## config.mk

```make
export PLATFORM = sky130hd
export DESIGN_NAME = uvs_ctrl
export DESIGN_NICKNAME = d
export VERILOG_FILES = /design/src/rtl/uvs_pkg.sv /design/src/rtl/uvs_ctrl.sv
export SDC_FILE = /design/constraint.sdc
export NUM_CORES = 1
export LEC_CHECK = 0
export BUFFER_PORTS_ARGS = -buffer_cell sky130_fd_sc_hd__buf_4
export CELL_PAD_IN_SITES_DETAIL_PLACEMENT = 2
export CELL_PAD_IN_SITES_GLOBAL_PLACEMENT = 2
export CORE_MARGIN = 3
export CORE_UTILIZATION = 25
export DETAILED_ROUTE_END_ITERATION = 16
export GPL_TIMING_DRIVEN = 0
export PLACE_DENSITY_LB_ADDON = 0.1
export RECOVER_POWER = 50
export REMOVE_ABC_BUFFERS = 1
export SETUP_SLACK_MARGIN = 0.3
export SYNTH_ARGS = -nofsm -noshare
export SYNTH_HDL_FRONTEND = slang
export SYNTH_SLANG_ARGS = --single-unit
```

## constraint.sdc

```tcl
create_clock -name clk -period 2.7 [get_ports clk]
set_input_delay 0.405 -clock clk [delete_from_list [all_inputs] [get_ports clk]]
set_output_delay 0.405 -clock clk [all_outputs]
set_load 0.05 [all_outputs]
```

## src/rtl/uvs_pkg.sv

```systemverilog
// shared types and constants for the uv sphere mesh generator
package uvs_pkg;

  // cordic rotation count and gain pre-compensation (0.60725 in q30)
  localparam int ROT_STEPS = 24;
  localparam logic signed [31:0] CORDIC_GAIN = 32'sd652032874;

  // record kind codes on the output
  localparam logic [1:0] KIND_VERTEX   = 2'd0;
  localparam logic [1:0] KIND_TRIANGLE = 2'd1;
  localparam logic [1:0] KIND_NONE     = 2'd2;

  // commands from the controller to the datapath
  typedef struct packed {
    logic accept;      // input transfer, apply restart
    logic decide;      // latch grid point, choose tick type, step counters
    logic div_theta;   // start divider on the column angle
    logic div_phi;     // start divider on the ring angle
    logic cord_start;  // start cordic on the divider quotient
    logic save_theta;  // store column cos/sin
    logic save_phi;    // store ring cos/sin
    logic mul_x;       // product cos(theta)*sin(phi)
    logic mul_y;       // format x, product sin(theta)*sin(phi)
    logic fmt;         // format y and z
    logic load_out;    // load current record into the output register
  } uvs_cmd_t;

  // status from the datapath to the controller
  typedef struct packed {
    logic finished;
    logic poles;
    logic div_busy;
    logic cord_busy;
    logic rec_last;
  } uvs_stat_t;

  // arctangent of 2^-k in 2^32 units per turn
  function automatic logic [31:0] atan_turn(input logic [4:0] k);
    logic [31:0] v;
    unique case (k)
      5'd0:  v = 32'd536870912;
      5'd1:  v = 32'd316933406;
      5'd2:  v = 32'd167458907;
      5'd3:  v = 32'd85004756;
      5'd4:  v = 32'd42667331;
      5'd5:  v = 32'd21354465;
      5'd6:  v = 32'd10679838;
      5'd7:  v = 32'd5340245;
      5'd8:  v = 32'd2670163;
      5'd9:  v = 32'd1335087;
      5'd10: v = 32'd667544;
      5'd11: v = 32'd333772;
      5'd12: v = 32'd166886;
      5'd13: v = 32'd83443;
      5'd14: v = 32'd41722;
      5'd15: v = 32'd20861;
      5'd16: v = 32'd10430;
      5'd17: v = 32'd5215;
      5'd18: v = 32'd2608;
      5'd19: v = 32'd1304;
      5'd20: v = 32'd652;
      5'd21: v = 32'd326;
      5'd22: v = 32'd163;
      5'd23: v = 32'd81;
      default: v = 32'd0;
    endcase
    return v;
  endfunction

endpackage

```

## src/rtl/uvs_ctrl.sv

```systemverilog
// controller state machine: sequences a tick and the output transfers
module uvs_ctrl
  import uvs_pkg::*;
(
  input  logic      clk,
  input  logic      rst,
  input  logic      in_valid,
  output logic      in_ready,
  output logic      out_valid,
  input  logic      out_ready,
  input  uvs_stat_t stat,
  output uvs_cmd_t  cmd
);

  localparam logic [3:0] S_IDLE   = 4'd0;
  localparam logic [3:0] S_DECIDE = 4'd1;
  localparam logic [3:0] S_DIV_T  = 4'd2;
  localparam logic [3:0] S_CORD_T = 4'd3;
  localparam logic [3:0] S_DIV_P  = 4'd4;
  localparam logic [3:0] S_CORD_P = 4'd5;
  localparam logic [3:0] S_MUL_X  = 4'd6;
  localparam logic [3:0] S_MUL_Y  = 4'd7;
  localparam logic [3:0] S_FMT    = 4'd8;
  localparam logic [3:0] S_EMIT   = 4'd9;

  logic [3:0] state, state_next;
  logic       out_free;

  assign in_ready = state == S_IDLE;
  assign out_free = !out_valid || out_ready;

  // next state and commands
  always_comb begin
    state_next = state;
    cmd = '0;
    unique case (state)
      S_IDLE: begin
        if (in_valid) begin
          cmd.accept = 1'b1;
          state_next = S_DECIDE;
        end
      end
      S_DECIDE: begin
        cmd.decide = 1'b1;
        if (stat.finished || stat.poles) begin
          state_next = S_EMIT;
        end else begin
          cmd.div_theta = 1'b1;
          state_next = S_DIV_T;
        end
      end
      S_DIV_T: begin
        if (!stat.div_busy) begin
          cmd.cord_start = 1'b1;
          state_next = S_CORD_T;
        end
      end
      S_CORD_T: begin
        if (!stat.cord_busy) begin
          cmd.save_theta = 1'b1;
          cmd.div_phi = 1'b1;
          state_next = S_DIV_P;
        end
      end
      S_DIV_P: begin
        if (!stat.div_busy) begin
          cmd.cord_start = 1'b1;
          state_next = S_CORD_P;
        end
      end
      S_CORD_P: begin
        if (!stat.cord_busy) begin
          cmd.save_phi = 1'b1;
          state_next = S_MUL_X;
        end
      end
      S_MUL_X: begin
        cmd.mul_x = 1'b1;
        state_next = S_MUL_Y;
      end
      S_MUL_Y: begin
        cmd.mul_y = 1'b1;
        state_next = S_FMT;
      end
      S_FMT: begin
        cmd.fmt = 1'b1;
        state_next = S_EMIT;
      end
      S_EMIT: begin
        if (out_free) begin
          cmd.load_out = 1'b1;
          if (stat.rec_last) state_next = S_IDLE;
        end
      end
      default: state_next = S_IDLE;
    endcase
  end

  always_ff @(posedge clk) begin
    if (rst) begin
      state     <= S_IDLE;
      out_valid <= 1'b0;
    end else begin
      state <= state_next;
      if (cmd.load_out) out_valid <= 1'b1;
      else if (out_ready) out_valid <= 1'b0;
    end
  end

  // a record is loaded only into a free output register
  a_load_free: assert property (@(posedge clk) disable iff (rst)
    cmd.load_out |-> (!out_valid || out_ready))
    else $error("output record overwritten");

  // an input transfer is always followed by the decide step
  a_accept_decide: assert property (@(posedge clk) disable iff (rst)
    (in_valid && in_ready) |=> state == S_DECIDE)
    else $error("decide step skipped");

  // the divider is never restarted while it runs
  a_div_idle: assert property (@(posedge clk) disable iff (rst)
    (cmd.div_theta || cmd.div_phi) |-> !stat.div_busy)
    else $error("divider restarted while busy");

  // the cordic is never restarted while it runs
  a_cord_idle: assert property (@(posedge clk) disable iff (rst)
    cmd.cord_start |-> !stat.cord_busy)
    else $error("cordic restarted while busy");

endmodule
```

== After elaboration in Yosys (flattened, before gate mapping) ==
Cells that the tools add are included.

* Output and inout port bits: 13
* Register bits: 5

* Eq/ne operators: 16
* Mux-type cells: 25
* Reduce and logical (&&, ||, !) cells: 7

{| class="wikitable"
|+ Operators by type and width
! operator !! number
|-
| one-hot mux 4 bit (10 select lines) || 1
|-
| two-way mux 4 bit || 8
|-
| == test 4 x 3 -> 1 bit (second input constant) || 4
|-
| two-way mux 1 bit || 15
|-
| inequality test 2 bit (second input constant) || 7
|-
| == test 4 x 2 -> 1 bit (second input constant) || 2
|-
| == test 4 bit (second input constant) || 2
|-
| AND reduction 7 bit || 1
|-
| == test 4 x 1 -> 1 bit (second input constant) || 1
|-
| zero test 4 bit || 1
|-
| logical OR 1 bit || 2
|-
| two-way mux 2 bit || 1
|-
| nonzero test 2 bit || 1
|-
| OR reduction 2 bit || 1
|-
| zero test 1 bit || 1
|}

== Longest topological paths before layout ==
Gate-level depths: netlist of run 1.

* Depth after elaboration: 5
* Depth in mapped cells: 6
* Depth with buffers taken out: 4

== Least setup slack after synthesis of run 1 ==
Ideal clock, no wire load.

* Path type: register to output
* Start: register state[2]
* End: output port cmd[8] in the netlist's numbering
* Slack: -37 ps
* Path buffers: 1
* Cell stages (with the launch flop): 5
* Arrival time: 2332 ps
* Path through: dfxtp_1 -> clkbuf_1 -> nand2b_1 -> nor3_1 -> and2_1

{| class="wikitable"
|+ RTL lines
! item !! line !! source
|-
| from (decl) || uvs_ctrl.sv:26 || <nowiki>logic [3:0] state, state_next;</nowiki>
|-
| from (signal assigned) || uvs_ctrl.sv:104 || <nowiki>state <= state_next;</nowiki>
|-
| to (decl) || uvs_ctrl.sv:12 || <nowiki>output uvs_cmd_t cmd</nowiki>
|}

==> impl_metrics.json, run 1 <==
{
  "drive_gt1_share_pct": 34.1,
  "drc": 0,
  "min_period_ps": 2120,
  "ys_top_cells_by_count": "nor2_1 (7), dfxtp_1 (5), nor3_1 (5)",
  "grt.overflow.total": 0,
  "async_flop_share_pct": 0,
  "routed_via_density": 5.21,
  "die_y_um": 50.1,
  "grt_pass1_wl_um": 2720,
  "r2r-start": "state[3]",
  "yosysTopAreaCellShare_pct": 20.6,
  "switching_share_pct": 46.9,
  "vdd.ir_drop.worst_uv": 296,
  "syn_area_sq_um": 485,
  "outcome": "finished clean",
  "synth_area_per_cell_sq_um": 7.71,
  "fin_cells": 107,
  "io-pin-count": 22,
  "crit_fanout": 16,
  "core_area_sq_um": 1780,
  "regArea_sq_um": 100,
  "rsz0062_at_grt": "false",
  "cts_resized": 0,
  "yosysTopAreaCell": "dfxtp_1",
  "reg2reg_to": "state[0]",
  "cts_tree": "done",
  "fill_cells": 219,
  "leakagePower_uw": 0.000264,
  "start_util_pct": 27.2,
  "ys_seq_area_share_pct": 20.6,
  "cts_made_buffers": 3,
  "wl_per_cell_um": 14.3,
  "max_slew_margin_pct": 60.1,
  "critPathArrivalTime_ps": 1710,
  "switchingPower_uw": 181,
  "worstPathCellList": "nand2_1 -> nor2_1 -> clkbuf_1",
  "finalNetCount": 92,
  "timing.final.hold_violations": 0,
  "clock_power_share_pct": 22.5,
  "ys_types": 34,
  "grt_pass1_vias": 598,
  "worst_pin_slew_ps": 601,
  "dp_hpwl_um": 1170,
  "cts.sinks": 5,
  "clkTransAtPathRegs_ps": 50,
  "grt_max_degree": 17,
  "fmax_ghz": 0.473,
  "fp.dieW_um": 50.1,
  "synthFlopType": "dfxtp_1",
  "clockBufferDepth": 2,
  "crit_path_end": "cmd[2]",
  "firstDrtPassIters": 4,
  "hold_buffers": 0,
  "powerDensity_nw_per_um2": 593,
  "io_buffers": 21,
  "combPwrFrac_pct": 48.4,
  "synth_most_common_cell": "nor2_1",
  "endpoint_kind": "output port",
  "fin_skew_ps": 8.01,
  "min_period_over_period_pct": 78.4,
  "critPathMaxStageDelay_ps": 660,
  "die_area_sq_um": 2510,
  "synth.area.top_cells": "dfxtp_1 (21%), nor2_1 (5.4%), nor3_1 (5.2%), nor4_1 (5.2%), mux2i_1 (4.1%)",
  "ys_ff_latch": 5,
  "cts_setup_buffers": 0,
  "htree_levels": 1,
  "drt_iter0_markers": 9,
  "setup_viol": 0,
  "clkLatencyLatePin_ps": 240,
  "routed_wl_um": 1530,
  "p_int_uw": 205,
  "ys_warn_count": 0,
  "seq_power_share_pct": 29.1,
  "area_growth_pct": 34.0,
  "startpoint": "state[0]",
  "hp-class": "primary input to register",
  "path_class": "register to output port",
  "rows": 15,
  "routabilityCongestion": 0.758,
  "multi_input_area_sq_um": 338,
  "fin_setup_tns_ps": 0,
  "dpl.cell_count": 103,
  "n_antenna_cell": 0,
  "cts_root_buf": "clkbuf_4",
  "grt_antenna_before_repair": 0,
  "start_kind": "register",
  "crit_path_top_delay_cell": "dfxtp_1",
  "drv_slew": 0,
  "reg2regPathDepth": 4,
  "vias": 558,
  "drv_cap": 0,
  "synth_edf_count": 0,
  "netlist_instances": 63,
  "critPathRequiredTime_ps": 2300,
  "rrSetupSlack_ps": 1040,
  "ant_nets": 0,
  "grtUsageTotal_pct": 14.0,
  "hp-start": "rst"
}
==> power groups by stage <==
stage	logic (uW)	clock network (uW)	registers [uW]
floorplan	136	0	110
global placement	190	0	117
detailed placement	194	0	116
CTS	194	92.4	114
global route	204	101	117
finish	187	86.7	112
==> cell families after synthesis <==
group	after synthesis	synth area share (%)
simple gates	36	47.2
compound gates	11	17.8
buf+inv	8	8.50
flops	5	20.6
mux	2	4.12
xor+xnor	1	1.80
==> final cells by class <==
class                           count  area share (%)
Clock buffer                        3            3.46
Clock inverter                      1           0.769
Inverter                            2            1.15
Multi-Input combinational cell     50            51.9
Sequential cell                     5            15.4
Tap cell                           25            4.81
Timing Repair Buffer               21            22.5
==> stage by stage <==
step                cell area [sq um]  hold slack [ps]  utilization [%]  worst slack (ps)  total power, uW
CTS                               668              357             37.5               602              401
global placement                  641              604             35.9               912              306
finish                            651              364             36.5               584              386
detailed placement                641              604             35.9               864              309
floorplan                         452              468                -              -466              246
global route                      651              356             36.5               427              422
==> sequential cells by signal, summed over array words and instances, names as in the netlist <==
signal     count
out_valid      1
state          4
==> metal layers <==
layer  vias up  routed length, um  GRT usage (%)
li1        272                  -              -
met2        13                804           23.7
met1       273                653           17.0
met5         -                  0              0
met4         0                  0           3.23
met3         0                 77           4.23
==> worst max-delay path, delay by kind of cell (launching register included) <==
| kind | cells | cell delay, ps |
|---|---|---|
| DFF | 1 | 660 |
| buffers and inverters | 1 | 500 |
| and+or+nand+nor | 2 | 310 |
==> layout by cell type (no fill, tap or decap), drive strengths merged <==
cell / count
a41oi: 1
clkbuf: 6
inv: 2
a31o: 1
nor4b: 1
o211ai: 1
o31ai: 1
nor2b: 1
buf: 18
nand4bb: 1
nand2: 2
dfxtp: 5
o21ai: 1
nor4: 5
nand2b: 4
a21oi: 2
o2111ai: 1
mux2i: 2
nor3: 5
and2: 2
a31oi: 1
nor2: 7
xnor2: 1
clkinv: 1
or2b: 1
nand4: 4
o21a: 1
a21o: 1
nor3b: 1
and2b: 1
or3: 1
==> worst min path at each step <==
stage                     end  slack [ps]  cells after the start
floorplan            state[0]         470                      1
global placement    out_valid         600                      2
detailed placement  out_valid         600                      2
CTS                  state[3]         360                      2
global route         state[3]         360                      2
finish              out_valid         360                      2
No activity file was read; power rests on OpenSTA's default activity.
==> run 2: changes to the inputs <==
CORE_UTILIZATION = 23   (was 25)
clock period = 2 ns   (was 2.7 ns; I/O delays follow)
==> impl_metrics.json, run 2 (synthesis results as in run 1) <==
{
  "outcome": "finished clean",
  "powerDensity_nw_per_um2": 790,
  "hold_buffers": 0,
  "reg2reg_to": "state[1]",
  "fmax_ghz": 0.576,
  "drt_iter0_markers": 3,
  "path_class": "register to output port",
  "r2r-start": "state[0]",
  "cts_root_buf": "clkbuf_4",
  "grt_pass1_wl_um": 2780,
  "routabilityCongestion": 0.700,
  "critPathRequiredTime_ps": 1700,
  "start_kind": "register",
  "drive_gt1_share_pct": 40.5,
  "min_period_ps": 1730,
  "finalNetCount": 94,
  "grt_antenna_before_repair": 0,
  "worst_pin_slew_ps": 594,
  "n_antenna_cell": 0,
  "fill_cells": 220,
  "top_register": "state",
  "hold_ws_ps": 253,
  "critPathArrivalTime_ps": 1430,
  "most-common-layout-cells": "buf_4 (19), nor2_1 (7), nor4_1 (5)",
  "rrSetupSlack_ps": 430,
  "largestRegisters": "state: 4 flops, out_valid: 1 flops",
  "dpl.cell_count": 103,
  "fin_cells": 109,
  "fin_skew_ps": 5.45,
  "htree_levels": 1,
  "cts.sinks": 5,
  "fp.dieW_um": 51.9,
  "holdPathStages": 2,
  "min_to": "state[0]",
  "io-pin-count": 22,
  "cts_made_buffers": 3,
  "hp-start": "rst",
  "vias": 559,
  "cts_tree": "done",
  "drv_cap": 0,
  "layout_commonest_cell": "buf_4",
  "largest_reg_flops": 4,
  "die_y_um": 51.9,
  "start_util_pct": 26.1,
  "die_area_sq_um": 2700,
  "max_slew_margin_pct": 60.5,
  "area_growth_pct": 41.0,
  "rows": 15,
  "hp-class": "primary input to register",
  "grt.overflow.total": 0,
  "min_period_over_period_pct": 86.7,
  "ant_nets": 0,
  "clkTransAtPathRegs_ps": 50,
  "clkLatencyLatePin_ps": 240,
  "setup_viol": 0,
  "drc": 0,
  "reg2regPathDepth": 6,
  "timing.final.hold_violations": 0,
  "vdd.ir_drop.worst_uv": 317,
  "firstDrtPassIters": 2,
  "drv_slew": 0,
  "clockBufferDepth": 2,
  "endpoint_kind": "output port",
  "total_power_uw": 541,
  "grtUsageTotal_pct": 13.8,
  "crit_fanout": 16,
  "grt_pass1_vias": 587,
  "routed_via_density": 5.13,
  "routed_wl_um": 1630,
  "grt_max_degree": 17,
  "io_buffers": 21,
  "fin_setup_tns_ps": 0,
  "leakagePower_uw": 0.000276,
  "rsz0062_at_grt": "true",
  "wl_per_cell_um": 15.0,
  "dp_hpwl_um": 1220,
  "core_area_sq_um": 1860
}
[run 2: power by group]
part / internal (uW) / leakage [uW] / switching, uW
registers: 114 / 0.0000436 / 43.7
clock network: 75.4 / 0.0000150 / 41.3
logic: 104 / 0.000218 / 163
total: 293 / 0.000276 / 248
[run 2: final cells by class]
| class | instances | area (sq um) | area share, % |
|---|---|---|---|
| timing repair buffer | 23 | 161 | 23.6 |
| clock buffer | 4 | 26.3 | 3.84 |
| inverter | 2 | 7.51 | 1.10 |
| tap | 25 | 31.3 | 4.57 |
| multi-input combinational | 50 | 343 | 50.1 |
| sequential | 5 | 115 | 16.8 |
[run 2: worst max-delay path, stage by stage, from the launching register on]
cell,delay (ps)
dfxtp_4,450
nor4b_1,240
clkbuf_1,500
[run 2: repair_timing]
action,in CTS,in global routing
buffers inserted,0,2
resized for setup,6,4
endpoints found under the setup margin,12,8
pin swaps,0,1
[run 2: how the worst max path moves through the flow]
| stage | cells after the start | endpoint | slack (ps) | startpoint |
|---|---|---|---|---|
| 5_1_grt | 3 | cmd[10] | 150 | state[0] |
| 6_report | 2 | cmd[1] | 270 | state[3] |
| 4_1_cts | 3 | cmd[6] | 280 | state[1] |
| 2_1_floorplan | 2 | cmd[5] | -1060 | state[0] |
| 3_3_place_gp | 4 | cmd[8] | 290 | state[0] |
| 3_5_place_dp | 4 | cmd[8] | 290 | state[0] |
[run 2: per-stage QoR]
step                cell area, sq um  util (%)  setup slack [ps]
floorplan                        452         -             -1060
global placement                 641      34.5               289
detailed placement               641      34.5               285
CTS                              683      36.8               280
global route                     684      36.8               152
finish                           684      36.8               265
[run 2: per-layer routing]
metal	up-vias	wire length (um)	GRT usage [%]
met1	268	713	17.5
met4	0	0	3.06
met2	15	829	23.2
met5	-	0	0
met3	0	89	3.44
li1	276	-	-
